## src/hw/rtl/assert_macros.svh

```systemverilog
// ---------------------------------------------------------------------------
// assert_macros.svh
// shared concurrent assertion macros, clocked on clk, held off by arst_n
// ---------------------------------------------------------------------------
`ifndef ASSERT_MACROS_SVH
`define ASSERT_MACROS_SVH

// condition must hold at every edge out of reset
`define ASSERT_ALWAYS(label, cond, msg) \
	label: assert property (@(posedge clk) disable iff (!arst_n) (cond)) else $error(msg);

// antecedent at one edge implies consequent at the next edge
`define ASSERT_NEXT(label, pre, post, msg) \
	label: assert property (@(posedge clk) disable iff (!arst_n) (pre) |=> (post)) else $error(msg);

// antecedent implies consequent at the same edge
`define ASSERT_IMPLY(label, pre, post, msg) \
	label: assert property (@(posedge clk) disable iff (!arst_n) (pre) |-> (post)) else $error(msg);

`endif

```

## src/hw/rtl/bte_ram.sv

```systemverilog
// ---------------------------------------------------------------------------
// bte_ram
// generic single write port, single read port ram with registered read
// ---------------------------------------------------------------------------
module bte_ram #(
	parameter int WIDTH = 8,
	parameter int DEPTH = 16
) (
	input  logic                     clk,
	input  logic                     we,
	input  logic [$clog2(DEPTH)-1:0] waddr,
	input  logic [WIDTH-1:0]         wdata,
	input  logic [$clog2(DEPTH)-1:0] raddr,
	output logic [WIDTH-1:0]         rdata
);

	logic [WIDTH-1:0] mem_q [DEPTH];

	always_ff @(posedge clk) begin
		if (we) begin
			mem_q[waddr] <= wdata;
		end
		rdata <= mem_q[raddr];
	end

endmodule

```

## config.mk

```make
export PLATFORM = sky130hd
export DESIGN_NAME = bte_ram
export DESIGN_NICKNAME = d
export VERILOG_FILES = /design/src/hw/rtl/assert_macros.svh /design/src/hw/rtl/bte_ram.sv
export SDC_FILE = /design/constraint.sdc
export NUM_CORES = 1
export LEC_CHECK = 0
export BUFFER_PORTS_ARGS = -buffer_cell sky130_fd_sc_hd__buf_2
export CAP_MARGIN = 25
export CELL_PAD_IN_SITES_DETAIL_PLACEMENT = 1
export CELL_PAD_IN_SITES_GLOBAL_PLACEMENT = 1
export CORE_MARGIN = 5
export CORE_UTILIZATION = 40
export CTS_CLUSTER_DIAMETER = 50
export DETAILED_ROUTE_END_ITERATION = 16
export PLACE_DENSITY = 0.62
export SETUP_SLACK_MARGIN = 0.3
export SYNTH_ARGS = -nofsm -noshare
export SYNTH_HDL_FRONTEND = slang
export SYNTH_SLANG_ARGS = --single-unit
```

## constraint.sdc

```tcl
create_clock -name clk -period 2.8 [get_ports clk]
set_input_delay 0.14 -clock clk [delete_from_list [all_inputs] [get_ports clk]]
set_output_delay 0.14 -clock clk [all_outputs]
set_load 0.01 [all_outputs]
```

==> impl_metrics.env <==
export IMPL_worst_skew_pair_late_latency_ps=410
export IMPL_drive_gt1_share_pct=29.7
export IMPL_ys_top_cells_by_area="edfxtp_1, mux4_2, mux4_1"
export IMPL_setup_violations=0
export IMPL_start_kind="primary input"
export IMPL_yosys_warnings=0
export IMPL_final_setup_tns_ps=0
export IMPL_route_vias_total=2401
export IMPL_cts_root_buf="clkbuf_16"
export IMPL_synth_top_area_share_pct=74.7
export IMPL_wl_per_cell_um=22.5
export IMPL_cts_sinks=136
export IMPL_startpoint="raddr[0]"
export IMPL_drtIter0Drc=217
export IMPL_wl_um=10500
export IMPL_core_rowCount=41
export IMPL_cp_slowest_cell="mux4_1"
export IMPL_skew_ps=7.81
export IMPL_htreeDepth=4
export IMPL_die_x_um=123
export IMPL_ios=26
export IMPL_rsz0062_at_grt="false"
export IMPL_max_cap_viol_count=0
export IMPL_hold_violations=0
export IMPL_tightest_slew_ps=960
export IMPL_port_buffers=25
export IMPL_hold_path_startpoint="wdata[3]"
export IMPL_ys_types=19
export IMPL_place_hpwl_um=6760
export IMPL_drv_slew=0
export IMPL_grt_use_total_pct=15.2
export IMPL_grt_pass1_wl_um=16000
export IMPL_cts_setup_buffers=0
export IMPL_cp_required_ps=3100
export IMPL_cts_resized=0
export IMPL_clockBufferDepth=2
export IMPL_synthArstFlopShare_pct=0
export IMPL_clkTransAtPathRegs_ps=60
export IMPL_start_util_pct=40.8
export IMPL_remaining_drc_errors=0
export IMPL_cp_num_buf_inv=2
export IMPL_grt_start_max_net_pins=22
export IMPL_fillers=1173
export IMPL_max_slew_margin_pct=35.7
export IMPL_cts_buffers=17
export IMPL_arrival_ps=1740
export IMPL_grt_pass1_vias=2644
export IMPL_cp_top_family="buffers and inverters"
export IMPL_hold_path_class="primary input to flip-flop"
export IMPL_synthesis_nets=247
export IMPL_max_freq_mhz=696
export IMPL_cp_max_fo=14
export IMPL_slowest_delay_ps=580
export IMPL_antenna_found_initial=0
export IMPL_fin_crit_ps=1440
export IMPL_final_util_pct=48.1
export IMPL_detail_route_vias_per_cell=5.16
export IMPL_synth_commonest_cells="edfxtp_1, mux4_2, a22oi_1"
export IMPL_avgSynthCellArea_sq_um=22.5
export IMPL_ant_nets=0
export IMPL_p_per_area_nw_per_um2=742
export IMPL_cts_hold_buffers=0
export IMPL_ys_seq_elements=136
export IMPL_path_cells="buf_2, buf_4, mux4_1, a22oi_1, nand2_1"
export IMPL_die_area_sq_um=15200
export IMPL_syn_to_final_growth_pct=17.8
export IMPL_fin_crit_sh_pct=51.3
export IMPL_worstSetupEndpointType="flip-flop"
export IMPL_ir_drop_v=0.000467
export IMPL_syn_area_sq_um=5150
export IMPL_finalWeightedCongestion=0.699
export IMPL_final_nets=298
export IMPL_ys_flop_type="edfxtp_1"
export IMPL_diodes=0
export IMPL_place_ws_ps=864
export IMPL_drtPass1Iterations=4
export IMPL_synth_edf_count=128
export IMPL_yosys_area_top_type="edfxtp_1"
export IMPL_cts_tree="yes"
export IMPL_critical_path_class="primary input to flip-flop"
export IMPL_core_area_sq_um=12600
export IMPL_post_synth_top_count_cell="edfxtp_1"
export IMPL_p_leak_nw=2.05
export IMPL_run_status="complete, no violations"
export IMPL_yosysSeqAreaShare_pct=77.8
export IMPL_r2r_start="mem_q[11][6]$_DFFE_PP_"
export IMPL_netlist_instances=229
export IMPL_die_height_um=123
export IMPL_grt_overflow=0
export IMPL_fin_ws_ps=1360
## cell type report
class	count	area (sq um)	share of cell area, %
Sequential cell	136	4000	66.0
Timing Repair Buffer	42	253	4.17
Clock buffer	28	517	8.52
Tap cell	172	215	3.55
Clock inverter	4	20.0	0.330
Multi-Input combinational cell	83	1060	17.4
## layout by cell type (no fill, tap or decap), types with 8 or more instances in the layout
| cell type | Yosys | final |
|---|---|---|
| edfxtp_1 | 128 | 128 |
| nor2_1 | 13 | 13 |
| a22oi_1 | 16 | 16 |
| buf_4 | 1 | 17 |
| mux4_1 | 14 | 14 |
| nand2_1 | 9 | 9 |
| buf_2 | 3 | 25 |
| mux4_2 | 18 | 18 |
| clkbuf_16 | 0 | 17 |
| dfxtp_1 | 8 | 8 |
## path summary, 6_finish.rpt
path                            end  slack, ps  cells after the start
max                rdata[3]$_DFF_P_       1360                      5
min          mem_q[15][3]$_DFFE_PP_        120                      1
max reg2reg        rdata[6]$_DFF_P_       1380                      3
min reg2reg        rdata[3]$_DFF_P_        660                      3
## state kept, by name, summed over array words and instances, names as in the netlist
signal and flops:
mem_q 128, rdata 8
## layer usage
| layer | track usage (%) | up-vias | wire length, um |
|---|---|---|---|
| met5 | 0 | - | 0 |
| met4 | 6.44 | 0 | 164 |
| met3 | 3.34 | 16 | 395 |
| met2 | 24.9 | 54 | 5350 |
| met1 | 19.7 | 1260 | 4560 |
| li1 | - | 1071 | - |
## worst reg2reg max path: cells and delay by family (launching register included)
family	cells	cell delay, ps
muxes	1	480
and+or+nand+nor	1	160
DFF	1	370
AOI/OAI and AO/OA	1	270
## through the flow
stage | total power, mW | instance area, sq um | cells | hold slack, ps
final | 4.50 | 6070 | 465 | 116
after global routing | 4.67 | 6070 | 465 | 117
after CTS | 4.54 | 6070 | 465 | 95.6
after detailed placement | 2.55 | 5530 | 433 | 535
after global placement | 2.54 | 5530 | 433 | 531
after floorplan | 2.45 | 5150 | 229 | 239
## cell families (layout without fill, tap and decap cells)
| kind of cell | after synthesis | count (layout) | synth area share [%] |
|---|---|---|---|
| AO/OA/AOI/OAI | 16 | 16 | 2.33 |
| buffers and inverters | 10 | 74 | 1.68 |
| flip-flops | 136 | 136 | 77.8 |
| multiplexers | 32 | 32 | 15.0 |
| AND/OR/NAND/NOR | 35 | 35 | 3.18 |
## where the power goes
group	total (mW)	switching, mW	internal, mW
Combinational	0.211	0.124	0.0877
Clock	2.00	0.754	1.24
Sequential	2.29	0.0123	2.28
Total	4.50	0.890	3.61
(Power assumes the default switching activity.)
