<file path="config.mk">
export PLATFORM = sky130hd
export DESIGN_NAME = bte_mul
export DESIGN_NICKNAME = d
export VERILOG_FILES = /design/src/hw/rtl/assert_macros.svh /design/src/hw/rtl/bte_pkg.sv /design/src/hw/rtl/bte_mul.sv
export SDC_FILE = /design/constraint.sdc
export NUM_CORES = 2
export LEC_CHECK = 0
export BUFFER_PORTS_ARGS = -buffer_cell sky130_fd_sc_hd__clkbuf_2
export CAP_MARGIN = 25
export CORE_AREA = 2 2 257 259
export CTS_BUF_LIST = sky130_fd_sc_hd__clkbuf_4 sky130_fd_sc_hd__clkbuf_8
export DETAILED_ROUTE_END_ITERATION = 10
export DIE_AREA = 0 0 259 261
export MAX_ROUTING_LAYER = met4
export PLACE_DENSITY = 0.82
export SETUP_SLACK_MARGIN = 0.2
export SYNTH_ARGS = -nofsm -noshare
export SYNTH_HDL_FRONTEND = slang
export SYNTH_SLANG_ARGS = --single-unit
</file>
<file path="constraint.sdc">
create_clock -name clk -period 16.6 [get_ports clk]
set_clock_uncertainty 0.1 [all_clocks]
set_input_delay 4.15 -clock clk [delete_from_list [all_inputs] [get_ports clk]]
set_output_delay 4.15 -clock clk [all_outputs]
set_load 0.01 [all_outputs]
</file>
<file path="src/hw/rtl/assert_macros.svh">
// ---------------------------------------------------------------------------
// assert_macros.svh
// shared concurrent assertion macros, clocked on clk, held off by arst_n
// ---------------------------------------------------------------------------
`ifndef ASSERT_MACROS_SVH
`define ASSERT_MACROS_SVH

// condition must hold at every edge out of reset
`define ASSERT_ALWAYS(label, cond, msg) \
	label: assert property (@(posedge clk) disable iff (!arst_n) (cond)) else $error(msg);

// antecedent at one edge implies consequent at the next edge
`define ASSERT_NEXT(label, pre, post, msg) \
	label: assert property (@(posedge clk) disable iff (!arst_n) (pre) |=> (post)) else $error(msg);

// antecedent implies consequent at the same edge
`define ASSERT_IMPLY(label, pre, post, msg) \
	label: assert property (@(posedge clk) disable iff (!arst_n) (pre) |-> (post)) else $error(msg);

`endif

</file>
<file path="src/hw/rtl/bte_pkg.sv">
// ---------------------------------------------------------------------------
// bte_pkg
// types, constants, lookup tables and segment functions of the estimator
// ---------------------------------------------------------------------------
package bte_pkg;

	localparam int HISTORY_DEPTH = 32;
	localparam int IDX_W         = $clog2(HISTORY_DEPTH);
	localparam int CNT_W         = $clog2(HISTORY_DEPTH + 1);

	localparam int ADC_W    = 10;
	localparam int TIME_W   = 32;
	localparam int OFS_W    = 24;
	localparam int REM_W    = 12;
	localparam int RATE_W   = 31;
	localparam int S_DATA_W = 48;
	localparam int S_USER_W = 2;
	localparam int M_DATA_W = 48;
	localparam int RAM_W    = ADC_W + TIME_W;

	localparam int MUL_W    = 32;
	localparam int PROD_W   = 64;
	localparam int DIV_BITS = 56;
	localparam int DIV_CW   = $clog2(DIV_BITS + 1);

	localparam logic [OFS_W-1:0] OFFSET_MAX = {OFS_W{1'b1}};

	// reciprocal multipliers for the constant divides by 25 and 100
	localparam logic [MUL_W-1:0] REC25     = 32'd2622;
	localparam int               REC25_SH  = 16;
	localparam logic [MUL_W-1:0] REC100    = 32'd335545;
	localparam int               REC100_SH = 25;

	localparam logic [ADC_W-1:0] ADC_EMPTY     = 10'd100;
	localparam logic [ADC_W-1:0] ADC_LOW       = 10'd400;
	localparam logic [ADC_W-1:0] ADC_FULL      = 10'd790;
	localparam logic [ADC_W-1:0] ADC_HIGH      = 10'd800;
	localparam logic [7:0]       DIS_TOP_MIN   = 8'd170;
	localparam logic [7:0]       CHG_LOW_MIN   = 8'd124;
	localparam logic [MUL_W-1:0] SLOPE_SCALE   = 32'd1000;

	typedef enum logic [1:0] {
		REG_TIME_FACTOR  = 2'd0,
		REG_HISTORY_SIZE = 2'd1,
		REG_MIN_INTERVAL = 2'd2
	} reg_idx_t;

	typedef enum logic [4:0] {
		ST_IDLE, ST_PREP, ST_CHK,
		ST_RD, ST_SQ, ST_PRD, ST_ACC,
		ST_D1, ST_D2, ST_D3, ST_D4, ST_D5, ST_D6, ST_D7, ST_D8, ST_D9, ST_D10, ST_D11,
		ST_DIV, ST_DEC,
		ST_T1, ST_T2, ST_T3, ST_T4, ST_T5, ST_T6, ST_T7,
		ST_OUT
	} state_t;

	typedef struct packed {
		logic [7:0] base;
		logic [4:0] dm;
		logic [4:0] x;
	} seg_t;

	typedef struct packed {
		logic busy;
		logic done;
	} div_stat_t;

	localparam logic [ADC_W-1:0] DIS_ADC [17] = '{10'd800, 10'd775, 10'd750, 10'd725, 10'd700,
		10'd675, 10'd650, 10'd625, 10'd600, 10'd575, 10'd550, 10'd525, 10'd500, 10'd475,
		10'd450, 10'd425, 10'd400};
	localparam logic [7:0] DIS_MIN [17] = '{8'd170, 8'd161, 8'd152, 8'd145, 8'd130, 8'd116,
		8'd109, 8'd100, 8'd88, 8'd68, 8'd56, 8'd43, 8'd37, 8'd29, 8'd22, 8'd12, 8'd0};
	localparam logic [ADC_W-1:0] CHG_ADC [17] = '{10'd400, 10'd425, 10'd450, 10'd475, 10'd500,
		10'd525, 10'd550, 10'd575, 10'd600, 10'd625, 10'd650, 10'd675, 10'd700, 10'd725,
		10'd750, 10'd775, 10'd800};
	localparam logic [7:0] CHG_MIN [17] = '{8'd124, 8'd119, 8'd113, 8'd104, 8'd94, 8'd86,
		8'd77, 8'd69, 8'd61, 8'd52, 8'd44, 8'd37, 8'd29, 8'd22, 8'd15, 8'd7, 8'd0};

	// discharge segment: first breakpoint at or below the reading wins
	function automatic seg_t dis_seg(input logic [ADC_W-1:0] adc);
		seg_t s;
		s = '0;
		if (adc >= ADC_HIGH) begin
			s.base = DIS_TOP_MIN;
		end else if (adc > ADC_LOW) begin
			for (int i = 15; i >= 0; i--) begin
				if (adc >= DIS_ADC[i+1]) begin
					s.base = DIS_MIN[i+1];
					s.dm   = 5'(DIS_MIN[i] - DIS_MIN[i+1]);
					s.x    = 5'(adc - DIS_ADC[i+1]);
				end
			end
		end
		return s;
	endfunction

	// charge segment: first breakpoint above the reading wins
	function automatic seg_t chg_seg(input logic [ADC_W-1:0] adc);
		seg_t s;
		s = '0;
		if (adc <= ADC_LOW) begin
			s.base = CHG_LOW_MIN;
		end else if (adc < ADC_HIGH) begin
			for (int i = 15; i >= 0; i--) begin
				if (adc < CHG_ADC[i+1]) begin
					s.base = CHG_MIN[i+1];
					s.dm   = 5'(CHG_MIN[i] - CHG_MIN[i+1]);
					s.x    = 5'(CHG_ADC[i+1] - adc);
				end
			end
		end
		return s;
	endfunction

endpackage

</file>
<file path="src/hw/rtl/bte_mul.sv">
// ---------------------------------------------------------------------------
// bte_mul
// shared unsigned multiplier with registered product
// ---------------------------------------------------------------------------
module bte_mul (
	input  logic                      clk,
	input  logic                      en,
	input  logic [bte_pkg::MUL_W-1:0]  a,
	input  logic [bte_pkg::MUL_W-1:0]  b,
	output logic [bte_pkg::PROD_W-1:0] p
);

	import bte_pkg::*;

	always_ff @(posedge clk) begin
		if (en) begin
			p <= PROD_W'(a) * PROD_W'(b);
		end
	end

endmodule

</file>
==> results.cfg <==
[floorplan]
initial_utilization_pct = 54.30
floorplan.core_area_um2 = 65040
die_w_um = 259
core.rowCount = 94
dieHeight_um = 261
ioPinCount = 130
floorplan.die_area_um2 = 67600

[timing]
worst_slew_margin_rel_pct = 31.57
finalSetupTns_ns = 0
holdWs_ns = 4.369
timing.final.hold_violations = 0
time_the_worst_path_needs_with_i_o_delays_and_setup_ns = 12.08
timing.final.crit_share_pct = 72.75
max_clock_freq_ghz = 0.08281
rsz0062_at_grt = false
tightest_slew_ns = 1.026
report.final.setup_viol = 0
drv_slew = 0

[critical_path]
timing.critical_path.slowest_cell_delay_ns = 0.73
critical_path_peak_fanout = 32
crit_path_from = b[9]
required_ns = 16.61
critPathArrivalTime_ns = 12.09
worst_setup_path_start_kind = input pin
worst-path-buf-inv = 7
crit_top_cell = sky130_fd_sc_hd__fa_1
setup.worst_path.class = in -> reg
cp_top_family = adder cells
critPathSlowestCell = sky130_fd_sc_hd__clkbuf_2
critPathCaptureType = flip-flop

[clocking]
h-tree-depth = 3
clock_sinks = 64
clock_path_buffers = 2
clkSlewWorstSetupHoldPaths_ns = 0.08
post_cts_hold_buffer_count = 0
post_cts_resize_count = 0
cts-root-buf = sky130_fd_sc_hd__clkbuf_8
postCtsSetupBuffers = 0
tritoncts = yes
number_of_clock_buffers_inserted_by_tritoncts = 9

[detailed_routing]
drt_first_pass_iters = 6
average_detailed_routed_wire_length_per_instance_um = 20.71
vias_per_cell = 5.638
total_wirelength_mm = 94.41
detailroute.via_count = 25705
detailedRoute.firstIterationViolations = 1958
postRouteAntennaNets = 0
detail_route.drc_violations = 0

[hold_path]
min-delay-start = a[0]
worstHoldPathType = in -> reg

[logic_synthesis]
synthDominantAreaCellType = sky130_fd_sc_hd__fa_1
yosysWarnings = 0
syn_avg_cell_area_um2 = 9.423
synth_top_cell_area_share_pct = 50.79
synth_cells = 3748
netlist_area_um2 = 35320
number_of_unique_standard_cell_types_used_by_synthesis = 57
ys_seq_elements = 64
post_synth_edffs = 64
postSynth.asyncResetShare_pct = 0
top_cells_by_area_synth = sky130_fd_sc_hd__fa_1 51%, sky130_fd_sc_hd__and2_1 11%, sky130_fd_sc_hd__ha_1 9.3%
number_of_nets_produced_by_synthesis = 4973
synth_seq_area_share_pct = 5.442
synthFlopType = sky130_fd_sc_hd__edfxtp_1

[status]
outcome = completed

[finish]
final_net_count = 4913
drive_above_1_share_pct = 4.928
top_register_by_number_of_flip_flops = p
final.fill_count = 5560
largest_registers = p: 64 flops
stdcell_area_um2 = 36560
largest_register_ff_count = 64
layout-area-overhead-vs-synth_pct = 3.532
multiInputGateArea_um2 = 29310
seq_area_um2 = 1922

[global_routing]
grt_first_pass_wirelength_mm = 151.1
via_count_of_the_first_global_routing_pass = 28349
global_route.usage.total_pct = 30.04
grt_antenna_before_repair = 2
grt_overflow_total = 0
grt_max_degree = 65

[place]
placedInstanceArea_um2 = 36350
gp_routability_congestion = 0.9371
detailed_place_hpwl_mm = 70.58
port_buffers = 129

[run]
max-cap-violations = 0
==> layout make-up <==
type	instances	area share [%]
Antenna cell	2	0.01369
Clock buffer	9	0.3388
Clock inverter	7	0.1506
Inverter	865	8.880
Multi-Input combinational cell	2599	80.17
Sequential cell	64	5.256
Tap cell	864	2.957
Timing Repair Buffer	149	2.231
==> kinds of logic after synthesis <==
| family | after synthesis | synth area share (%) |
|---|---|---|
| buffers and inverters | 1085 | 11.55 |
| flip-flops | 64 | 5.442 |
| AO/OA/AOI/OAI | 202 | 4.078 |
| XOR/XNOR | 60 | 1.488 |
| AND/OR/NAND/NOR | 1177 | 17.30 |
| adder cells (fa/ha/maj) | 1159 | 60.11 |
| multiplexers | 1 | 0.02834 |
==> layer usage <==
metal,share of wire [%],wire (µm),vias to the layer above,track usage (%)
li1,-,-,10778,-
met1,34,32300,13105,34.51
met2,50,47140,1439,50.44
met3,9.3,8759,383,5.197
met4,6.6,6207,0,16.14
met5,0,0,-,-
==> layout by cell type (no fill, tap or decap), drive strengths merged, types with 5 or more instances in the layout <==
cell / n
a21oi: 66
o21ai: 26
o21bai: 11
nor2: 20
nor3: 7
xnor2: 35
nand4: 23
nand2: 480
xor2: 25
fa: 896
a21o: 40
nand3: 10
edfxtp: 64
clkbuf: 137
buf: 21
a31oi: 12
and2: 602
o21a: 9
inv: 868
o31ai: 5
and3: 14
ha: 263
==> metrics by stage <==
| stage | std cells | setup WS [ns] | util [%] |
|---|---|---|---|
| global route | 4558 | 4.104 | 56.21 |
| floorplan | 3748 | 5.471 | - |
| global placement | 4540 | 4.331 | 55.89 |
| finish | 4559 | 4.524 | 56.22 |
| detailed placement | 4540 | 4.229 | 55.89 |
| CTS | 4556 | 4.625 | 56.17 |
==> Yosys cell counts, drive strengths merged, types with 20 or more instances <==
cell type	count
clkbuf	213
and2	602
nor2	20
nand4	23
xor2	25
xnor2	35
o21ai	26
a21oi	66
nand2	480
inv	865
ha	263
fa	896
edfxtp	64
a21o	40
==> worst paths after layout <==
path	end	slack, ns	cells after the start
worst min-delay path	p[0]$_DFFE_PP_	4.37	3
worst max-delay path	p[62]$_DFFE_PP_	4.52	25
Power is left out: the tool's default activity adds up to more than one toggle a clock period on the data nets, which glitch-free logic cannot reach.
