===== src/hw/rtl/assert_macros.svh =====
// ---------------------------------------------------------------------------
// assert_macros.svh
// shared concurrent assertion macros, clocked on clk, held off by arst_n
// ---------------------------------------------------------------------------
`ifndef ASSERT_MACROS_SVH
`define ASSERT_MACROS_SVH

// condition must hold at every edge out of reset
`define ASSERT_ALWAYS(label, cond, msg) \
	label: assert property (@(posedge clk) disable iff (!arst_n) (cond)) else $error(msg);

// antecedent at one edge implies consequent at the next edge
`define ASSERT_NEXT(label, pre, post, msg) \
	label: assert property (@(posedge clk) disable iff (!arst_n) (pre) |=> (post)) else $error(msg);

// antecedent implies consequent at the same edge
`define ASSERT_IMPLY(label, pre, post, msg) \
	label: assert property (@(posedge clk) disable iff (!arst_n) (pre) |-> (post)) else $error(msg);

`endif


===== src/hw/rtl/bte_pkg.sv =====
// ---------------------------------------------------------------------------
// bte_pkg
// types, constants, lookup tables and segment functions of the estimator
// ---------------------------------------------------------------------------
package bte_pkg;

	localparam int HISTORY_DEPTH = 32;
	localparam int IDX_W         = $clog2(HISTORY_DEPTH);
	localparam int CNT_W         = $clog2(HISTORY_DEPTH + 1);

	localparam int ADC_W    = 10;
	localparam int TIME_W   = 32;
	localparam int OFS_W    = 24;
	localparam int REM_W    = 12;
	localparam int RATE_W   = 31;
	localparam int S_DATA_W = 48;
	localparam int S_USER_W = 2;
	localparam int M_DATA_W = 48;
	localparam int RAM_W    = ADC_W + TIME_W;

	localparam int MUL_W    = 32;
	localparam int PROD_W   = 64;
	localparam int DIV_BITS = 56;
	localparam int DIV_CW   = $clog2(DIV_BITS + 1);

	localparam logic [OFS_W-1:0] OFFSET_MAX = {OFS_W{1'b1}};

	// reciprocal multipliers for the constant divides by 25 and 100
	localparam logic [MUL_W-1:0] REC25     = 32'd2622;
	localparam int               REC25_SH  = 16;
	localparam logic [MUL_W-1:0] REC100    = 32'd335545;
	localparam int               REC100_SH = 25;

	localparam logic [ADC_W-1:0] ADC_EMPTY     = 10'd100;
	localparam logic [ADC_W-1:0] ADC_LOW       = 10'd400;
	localparam logic [ADC_W-1:0] ADC_FULL      = 10'd790;
	localparam logic [ADC_W-1:0] ADC_HIGH      = 10'd800;
	localparam logic [7:0]       DIS_TOP_MIN   = 8'd170;
	localparam logic [7:0]       CHG_LOW_MIN   = 8'd124;
	localparam logic [MUL_W-1:0] SLOPE_SCALE   = 32'd1000;

	typedef enum logic [1:0] {
		REG_TIME_FACTOR  = 2'd0,
		REG_HISTORY_SIZE = 2'd1,
		REG_MIN_INTERVAL = 2'd2
	} reg_idx_t;

	typedef enum logic [4:0] {
		ST_IDLE, ST_PREP, ST_CHK,
		ST_RD, ST_SQ, ST_PRD, ST_ACC,
		ST_D1, ST_D2, ST_D3, ST_D4, ST_D5, ST_D6, ST_D7, ST_D8, ST_D9, ST_D10, ST_D11,
		ST_DIV, ST_DEC,
		ST_T1, ST_T2, ST_T3, ST_T4, ST_T5, ST_T6, ST_T7,
		ST_OUT
	} state_t;

	typedef struct packed {
		logic [7:0] base;
		logic [4:0] dm;
		logic [4:0] x;
	} seg_t;

	typedef struct packed {
		logic busy;
		logic done;
	} div_stat_t;

	localparam logic [ADC_W-1:0] DIS_ADC [17] = '{10'd800, 10'd775, 10'd750, 10'd725, 10'd700,
		10'd675, 10'd650, 10'd625, 10'd600, 10'd575, 10'd550, 10'd525, 10'd500, 10'd475,
		10'd450, 10'd425, 10'd400};
	localparam logic [7:0] DIS_MIN [17] = '{8'd170, 8'd161, 8'd152, 8'd145, 8'd130, 8'd116,
		8'd109, 8'd100, 8'd88, 8'd68, 8'd56, 8'd43, 8'd37, 8'd29, 8'd22, 8'd12, 8'd0};
	localparam logic [ADC_W-1:0] CHG_ADC [17] = '{10'd400, 10'd425, 10'd450, 10'd475, 10'd500,
		10'd525, 10'd550, 10'd575, 10'd600, 10'd625, 10'd650, 10'd675, 10'd700, 10'd725,
		10'd750, 10'd775, 10'd800};
	localparam logic [7:0] CHG_MIN [17] = '{8'd124, 8'd119, 8'd113, 8'd104, 8'd94, 8'd86,
		8'd77, 8'd69, 8'd61, 8'd52, 8'd44, 8'd37, 8'd29, 8'd22, 8'd15, 8'd7, 8'd0};

	// discharge segment: first breakpoint at or below the reading wins
	function automatic seg_t dis_seg(input logic [ADC_W-1:0] adc);
		seg_t s;
		s = '0;
		if (adc >= ADC_HIGH) begin
			s.base = DIS_TOP_MIN;
		end else if (adc > ADC_LOW) begin
			for (int i = 15; i >= 0; i--) begin
				if (adc >= DIS_ADC[i+1]) begin
					s.base = DIS_MIN[i+1];
					s.dm   = 5'(DIS_MIN[i] - DIS_MIN[i+1]);
					s.x    = 5'(adc - DIS_ADC[i+1]);
				end
			end
		end
		return s;
	endfunction

	// charge segment: first breakpoint above the reading wins
	function automatic seg_t chg_seg(input logic [ADC_W-1:0] adc);
		seg_t s;
		s = '0;
		if (adc <= ADC_LOW) begin
			s.base = CHG_LOW_MIN;
		end else if (adc < ADC_HIGH) begin
			for (int i = 15; i >= 0; i--) begin
				if (adc < CHG_ADC[i+1]) begin
					s.base = CHG_MIN[i+1];
					s.dm   = 5'(CHG_MIN[i] - CHG_MIN[i+1]);
					s.x    = 5'(CHG_ADC[i+1] - adc);
				end
			end
		end
		return s;
	endfunction

endpackage


===== src/hw/rtl/bte_div.sv =====
// ---------------------------------------------------------------------------
// bte_div
// restoring unsigned divider, one quotient bit per cycle
// ---------------------------------------------------------------------------
module bte_div (
	input  logic                        clk,
	input  logic                        arst_n,
	input  logic                        start,
	input  logic [bte_pkg::DIV_BITS-1:0] dividend,
	input  logic [bte_pkg::PROD_W-1:0]   divisor,
	output logic [bte_pkg::DIV_BITS-1:0] quotient,
	output bte_pkg::div_stat_t           stat
);

	import bte_pkg::*;

	logic [DIV_CW-1:0]   cnt_q;
	logic [PROD_W-1:0]   rem_q;
	logic [DIV_BITS-1:0] quo_q;
	logic                done_q;
	logic [PROD_W-1:0]   shifted;
	logic                fits;

	assign shifted = {rem_q[PROD_W-2:0], quo_q[DIV_BITS-1]};
	assign fits    = shifted >= divisor;

	always_ff @(posedge clk or negedge arst_n) begin
		if (!arst_n) begin
			cnt_q  <= '0;
			done_q <= 1'b0;
		end else if (start) begin
			cnt_q  <= DIV_CW'(DIV_BITS);
			done_q <= 1'b0;
		end else if (cnt_q != '0) begin
			cnt_q  <= cnt_q - 1'b1;
			done_q <= cnt_q == DIV_CW'(1);
		end else begin
			done_q <= 1'b0;
		end
	end

	always_ff @(posedge clk) begin
		if (start) begin
			rem_q <= '0;
			quo_q <= dividend;
		end else if (cnt_q != '0) begin
			rem_q <= fits ? shifted - divisor : shifted;
			quo_q <= {quo_q[DIV_BITS-2:0], fits};
		end
	end

	assign quotient  = quo_q;
	assign stat.busy = cnt_q != '0;
	assign stat.done = done_q;

endmodule


===== config.mk =====
export PLATFORM = sky130hd
export DESIGN_NAME = bte_div
export DESIGN_NICKNAME = d
export VERILOG_FILES = /design/src/hw/rtl/assert_macros.svh /design/src/hw/rtl/bte_pkg.sv /design/src/hw/rtl/bte_div.sv
export SDC_FILE = /design/constraint.sdc
export NUM_CORES = 1
export LEC_CHECK = 0
export BUFFER_PORTS_ARGS = -buffer_cell sky130_fd_sc_hd__buf_2
export CORE_MARGIN = 8
export CORE_UTILIZATION = 53
export CTS_BUF_LIST = sky130_fd_sc_hd__clkbuf_2 sky130_fd_sc_hd__clkbuf_4 sky130_fd_sc_hd__clkbuf_8
export DETAILED_ROUTE_END_ITERATION = 8
export PLACE_DENSITY = 0.82
export SYNTH_ARGS = -nofsm -noshare
export SYNTH_HDL_FRONTEND = slang
export SYNTH_SLANG_ARGS = --single-unit

===== constraint.sdc =====
create_clock -name clk -period 3.1 [get_ports clk]
set_input_delay 0.62 -clock clk [delete_from_list [all_inputs] [get_ports clk]]
set_output_delay 0.62 -clock clk [all_outputs]
set_load 0.005 [all_outputs]

==> impl_metrics.ini <==
[power]
pwr-share-comb = 0.175
clkPwrFrac = 0.376
seq_power_share = 0.449
p_int_w = 0.002907
power.leakage_nw = 6.246
switchingPower_w = 0.001293
cellPowerDensity_nw_per_um2 = 318.1
switching_share = 0.3079
irDropWorstVdd_v = 0.0003301

[logic_synthesis]
synth_adder_area_share = 0.08768
synth_simple_gate_area_share = 0.1607
synth-edff-count = 56
ys_top_cells_by_area = edfxtp_1, dfxtp_1, ha_1
synth_common_cells = nor2_1, a21oi_1, inv_1
synth.net_count = 1345
synth_mux_area_frac = 0.07380
synth_top_area_cell = edfxtp_1
synth_seq_cells = 126
syn_avg_cell_area_sq_um = 8.352
async_reset_ff_frac = 0.05556
synth_most_common_cell = nor2_1
synth-compound-area-share = 0.2339
yosys_warnings = 0
synth_top_flop_cell = dfxtp_1
synth_top_area_frac = 0.1743
synth_cell_types = 70
seq_area_frac_synth = 0.3232
synth_cells = 1155
synthXorXnorAreaFrac = 0.05175
syn_area_sq_um = 9647
synth_top_family_by_area = compound AO/OA/AOI/OAI gates

[clock_tree]
numCtsBuffers = 17
clk-insertion-delay-late_ns = 0.48
clk_pin_slew_worst_paths_ns = 0.10
htreeDepth = 4
tritoncts = done
cts_buffer_depth = 2
cts-root-buf = clkbuf_8
clock-sinks = 126

[status]
status = finished with violations
violations = setup timing

[worst_setup_path]
start_kind = register
worst_setup_path_end_kind = register
critPathMaxFanout = 5
worstPathArrival_ns = 3.49
crit_type = register to register
crit_required_ns = 3.49

[sta]
setup_viol = 2
max_freq_mhz = 322.2
fin_worst_skew_ns = 0.02057
fin_crit_sh = 1.001
post-route-min-period_ns = 3.104
grt_setup_unrepaired = yes
timing.final.ws_setup_ns = -0.003705
report.final.slew_viol_count = 0
hold-worst-slack_ns = 0.4419
timing.slew.headroom = 0.5719
tightest_slew_ns = 0.6421
hold_viol = 0

[floorplan]
start_util = 0.5389
coreArea_sq_um = 17900
io_pins = 181
die_x_microns = 150.9
fp.dieH_microns = 150.9
rows = 49
die_area_sq_um = 22770

[flow_run]
cap_viol_max_count = 0

[global_routing]
gr-total-overflow = 0
gr-usage-all-layers = 0.2617
first_global_vias = 9975
grt_max_degree = 126
antenna_found_initial = 0
grt_pass1_wl_microns = 48310

[finish]
nets = 1677
final_layout_size_suffix_gt1_frac = 0.3880
diodes = 0
syn_to_final_growth_pct = 36.87
fin_util = 0.7376

[placed_design]
post-place-ws_ns = -0.4844
io_buffers = 180
dpl.hpwl_microns = 22700
gp_congestion = 0.9371

[route]
drtAntennaViolNets = 0
viasPerCell = 5.799
drt_iter0_drc = 768
dr_total_vias = 10026
remaining_drc_errors = 0
drt_first_pass_iters = 6
routedWlPerCell_microns = 18.05
wirelength_microns = 31210

[hold_path]
hold_path_class = input port to register
metal layers:
layer / GRT usage / vias to the layer above / share of wire / wire length (microns)
met5: 0 / - / 0 / 0
met4: 0.08808 / 0 / 0.023 / 723
met3: 0.06633 / 74 / 0.078 / 2450
met2: 0.4411 / 420 / 0.49 / 15420
met1: 0.3196 / 4709 / 0.40 / 12620
li1: - / 4823 / - / -
cell usage in the layout, fill, tap and decap left out, drive strengths merged, types with 8 or more instances in the layout:
| cell type | n |
|---|---|
| buf | 385 |
| nor2 | 128 |
| a21oi | 102 |
| inv | 97 |
| nand2 | 81 |
| ha | 66 |
| o21ai | 65 |
| dfxtp | 63 |
| mux2 | 57 |
| edfxtp | 56 |
| a211oi | 40 |
| nor3 | 39 |
| xnor2 | 34 |
| a21o | 31 |
| nand4 | 24 |
| xor2 | 23 |
| clkbuf | 21 |
| nand3 | 15 |
| o21bai | 15 |
| o21a | 13 |
| and3 | 13 |
| nor2b | 12 |
| o211ai | 10 |
| nand2b | 10 |
| a31oi | 9 |
| a211o | 8 |
| o22ai | 8 |
worst max-delay path, stage by stage, from the launching register on:
cell,delay (ns)
edfxtp_1,0.37
inv_2,0.05
ha_4,0.15
fa_2,0.33
nand2b_4,0.16
a21oi_4,0.18
o2111ai_4,0.16
a31o_4,0.29
o31ai_4,0.23
nand4_1,0.19
a31oi_4,0.28
nand2_4,0.10
o211ai_1,0.17
o31ai_1,0.11
o32ai_2,0.24
timing repair:
item | in CTS | in global routing
buffers inserted | 3 | 7
endpoints found under the hold margin | 7 | 0
gates resized for setup | 14 | 72
setup endpoints to repair | 59 | 60
pin swaps | 10 | 31
gates cloned | 0 | 4
hold buffers | 1 | 0
registers in the layout, summed over array words and instances (netlist names):
register  flops
rem_q        63
quotient     56
cnt_q         6
done_q        1
logic make-up (layout without fill, tap and decap cells):
| family | count (synthesis) | in the layout |
|---|---|---|
| compound gates | 340 | 340 |
| xor+xnor | 57 | 57 |
| fa+ha+maj | 67 | 67 |
| buf+inv | 162 | 507 |
| flops | 126 | 126 |
| mux | 64 | 64 |
| simple gates | 339 | 339 |
power by group through the flow:
stage                     Clock [W]  Sequential [W]  Combinational (W)
after floorplan                   0         0.00192           0.000351
after global placement            0         0.00191           0.000682
after detailed placement          0         0.00192           0.000705
after CTS                   0.00160         0.00188           0.000715
after global routing        0.00166         0.00190           0.000801
final                       0.00158         0.00188           0.000737
metrics by stage:
step | area, sq um | std cells | setup TNS (ns) | power, W
4_1_cts | 12720 | 1719 | -0.07539 | 0.004200
3_3_place_gp | 12190 | 1683 | -21.73 | 0.002594
3_5_place_dp | 12190 | 1683 | -25.28 | 0.002623
5_1_grt | 13200 | 1729 | -1.572 | 0.004357
2_1_floorplan | 9852 | 1155 | -5.398 | 0.002269
6_report | 13200 | 1729 | -0.005129 | 0.004200
cell type report:
type	instances	area [sq um]
flip-flops and latches	126	3127
repair buffers	390	2678
well taps	229	286.5
fillers	1274	4698
clock inverters	15	185.2
inverters	85	319.1
multi-input cells	867	6375
clock buffers	17	234.0
path summary, 6_finish.rpt:
| kind | startpoint | endpoint | slack (ns) | cells after the start |
|---|---|---|---|---|
| setup / recovery | quotient[55]$_DFFE_PP_ | rem_q[58]$_SDFFE_PP0P_ | -0.004 | 14 |
| hold / removal | dividend[20] | quotient[20]$_DFFE_PP_ | 0.44 | 2 |
| setup reg to reg | quotient[55]$_DFFE_PP_ | rem_q[58]$_SDFFE_PP0P_ | -0.004 | 14 |
| hold reg to reg | rem_q[21]$_SDFFE_PP0P_ | rem_q[21]$_SDFFE_PP0P_ | 0.50 | 2 |
| max in group asynchronous | arst_n | cnt_q[4]$_DFFE_PN0P_ | 2.41 | 2 |
| min in group asynchronous | arst_n | cnt_q[0]$_DFFE_PN0P_ | 0.53 | 2 |
(Power assumes the default switching activity.)
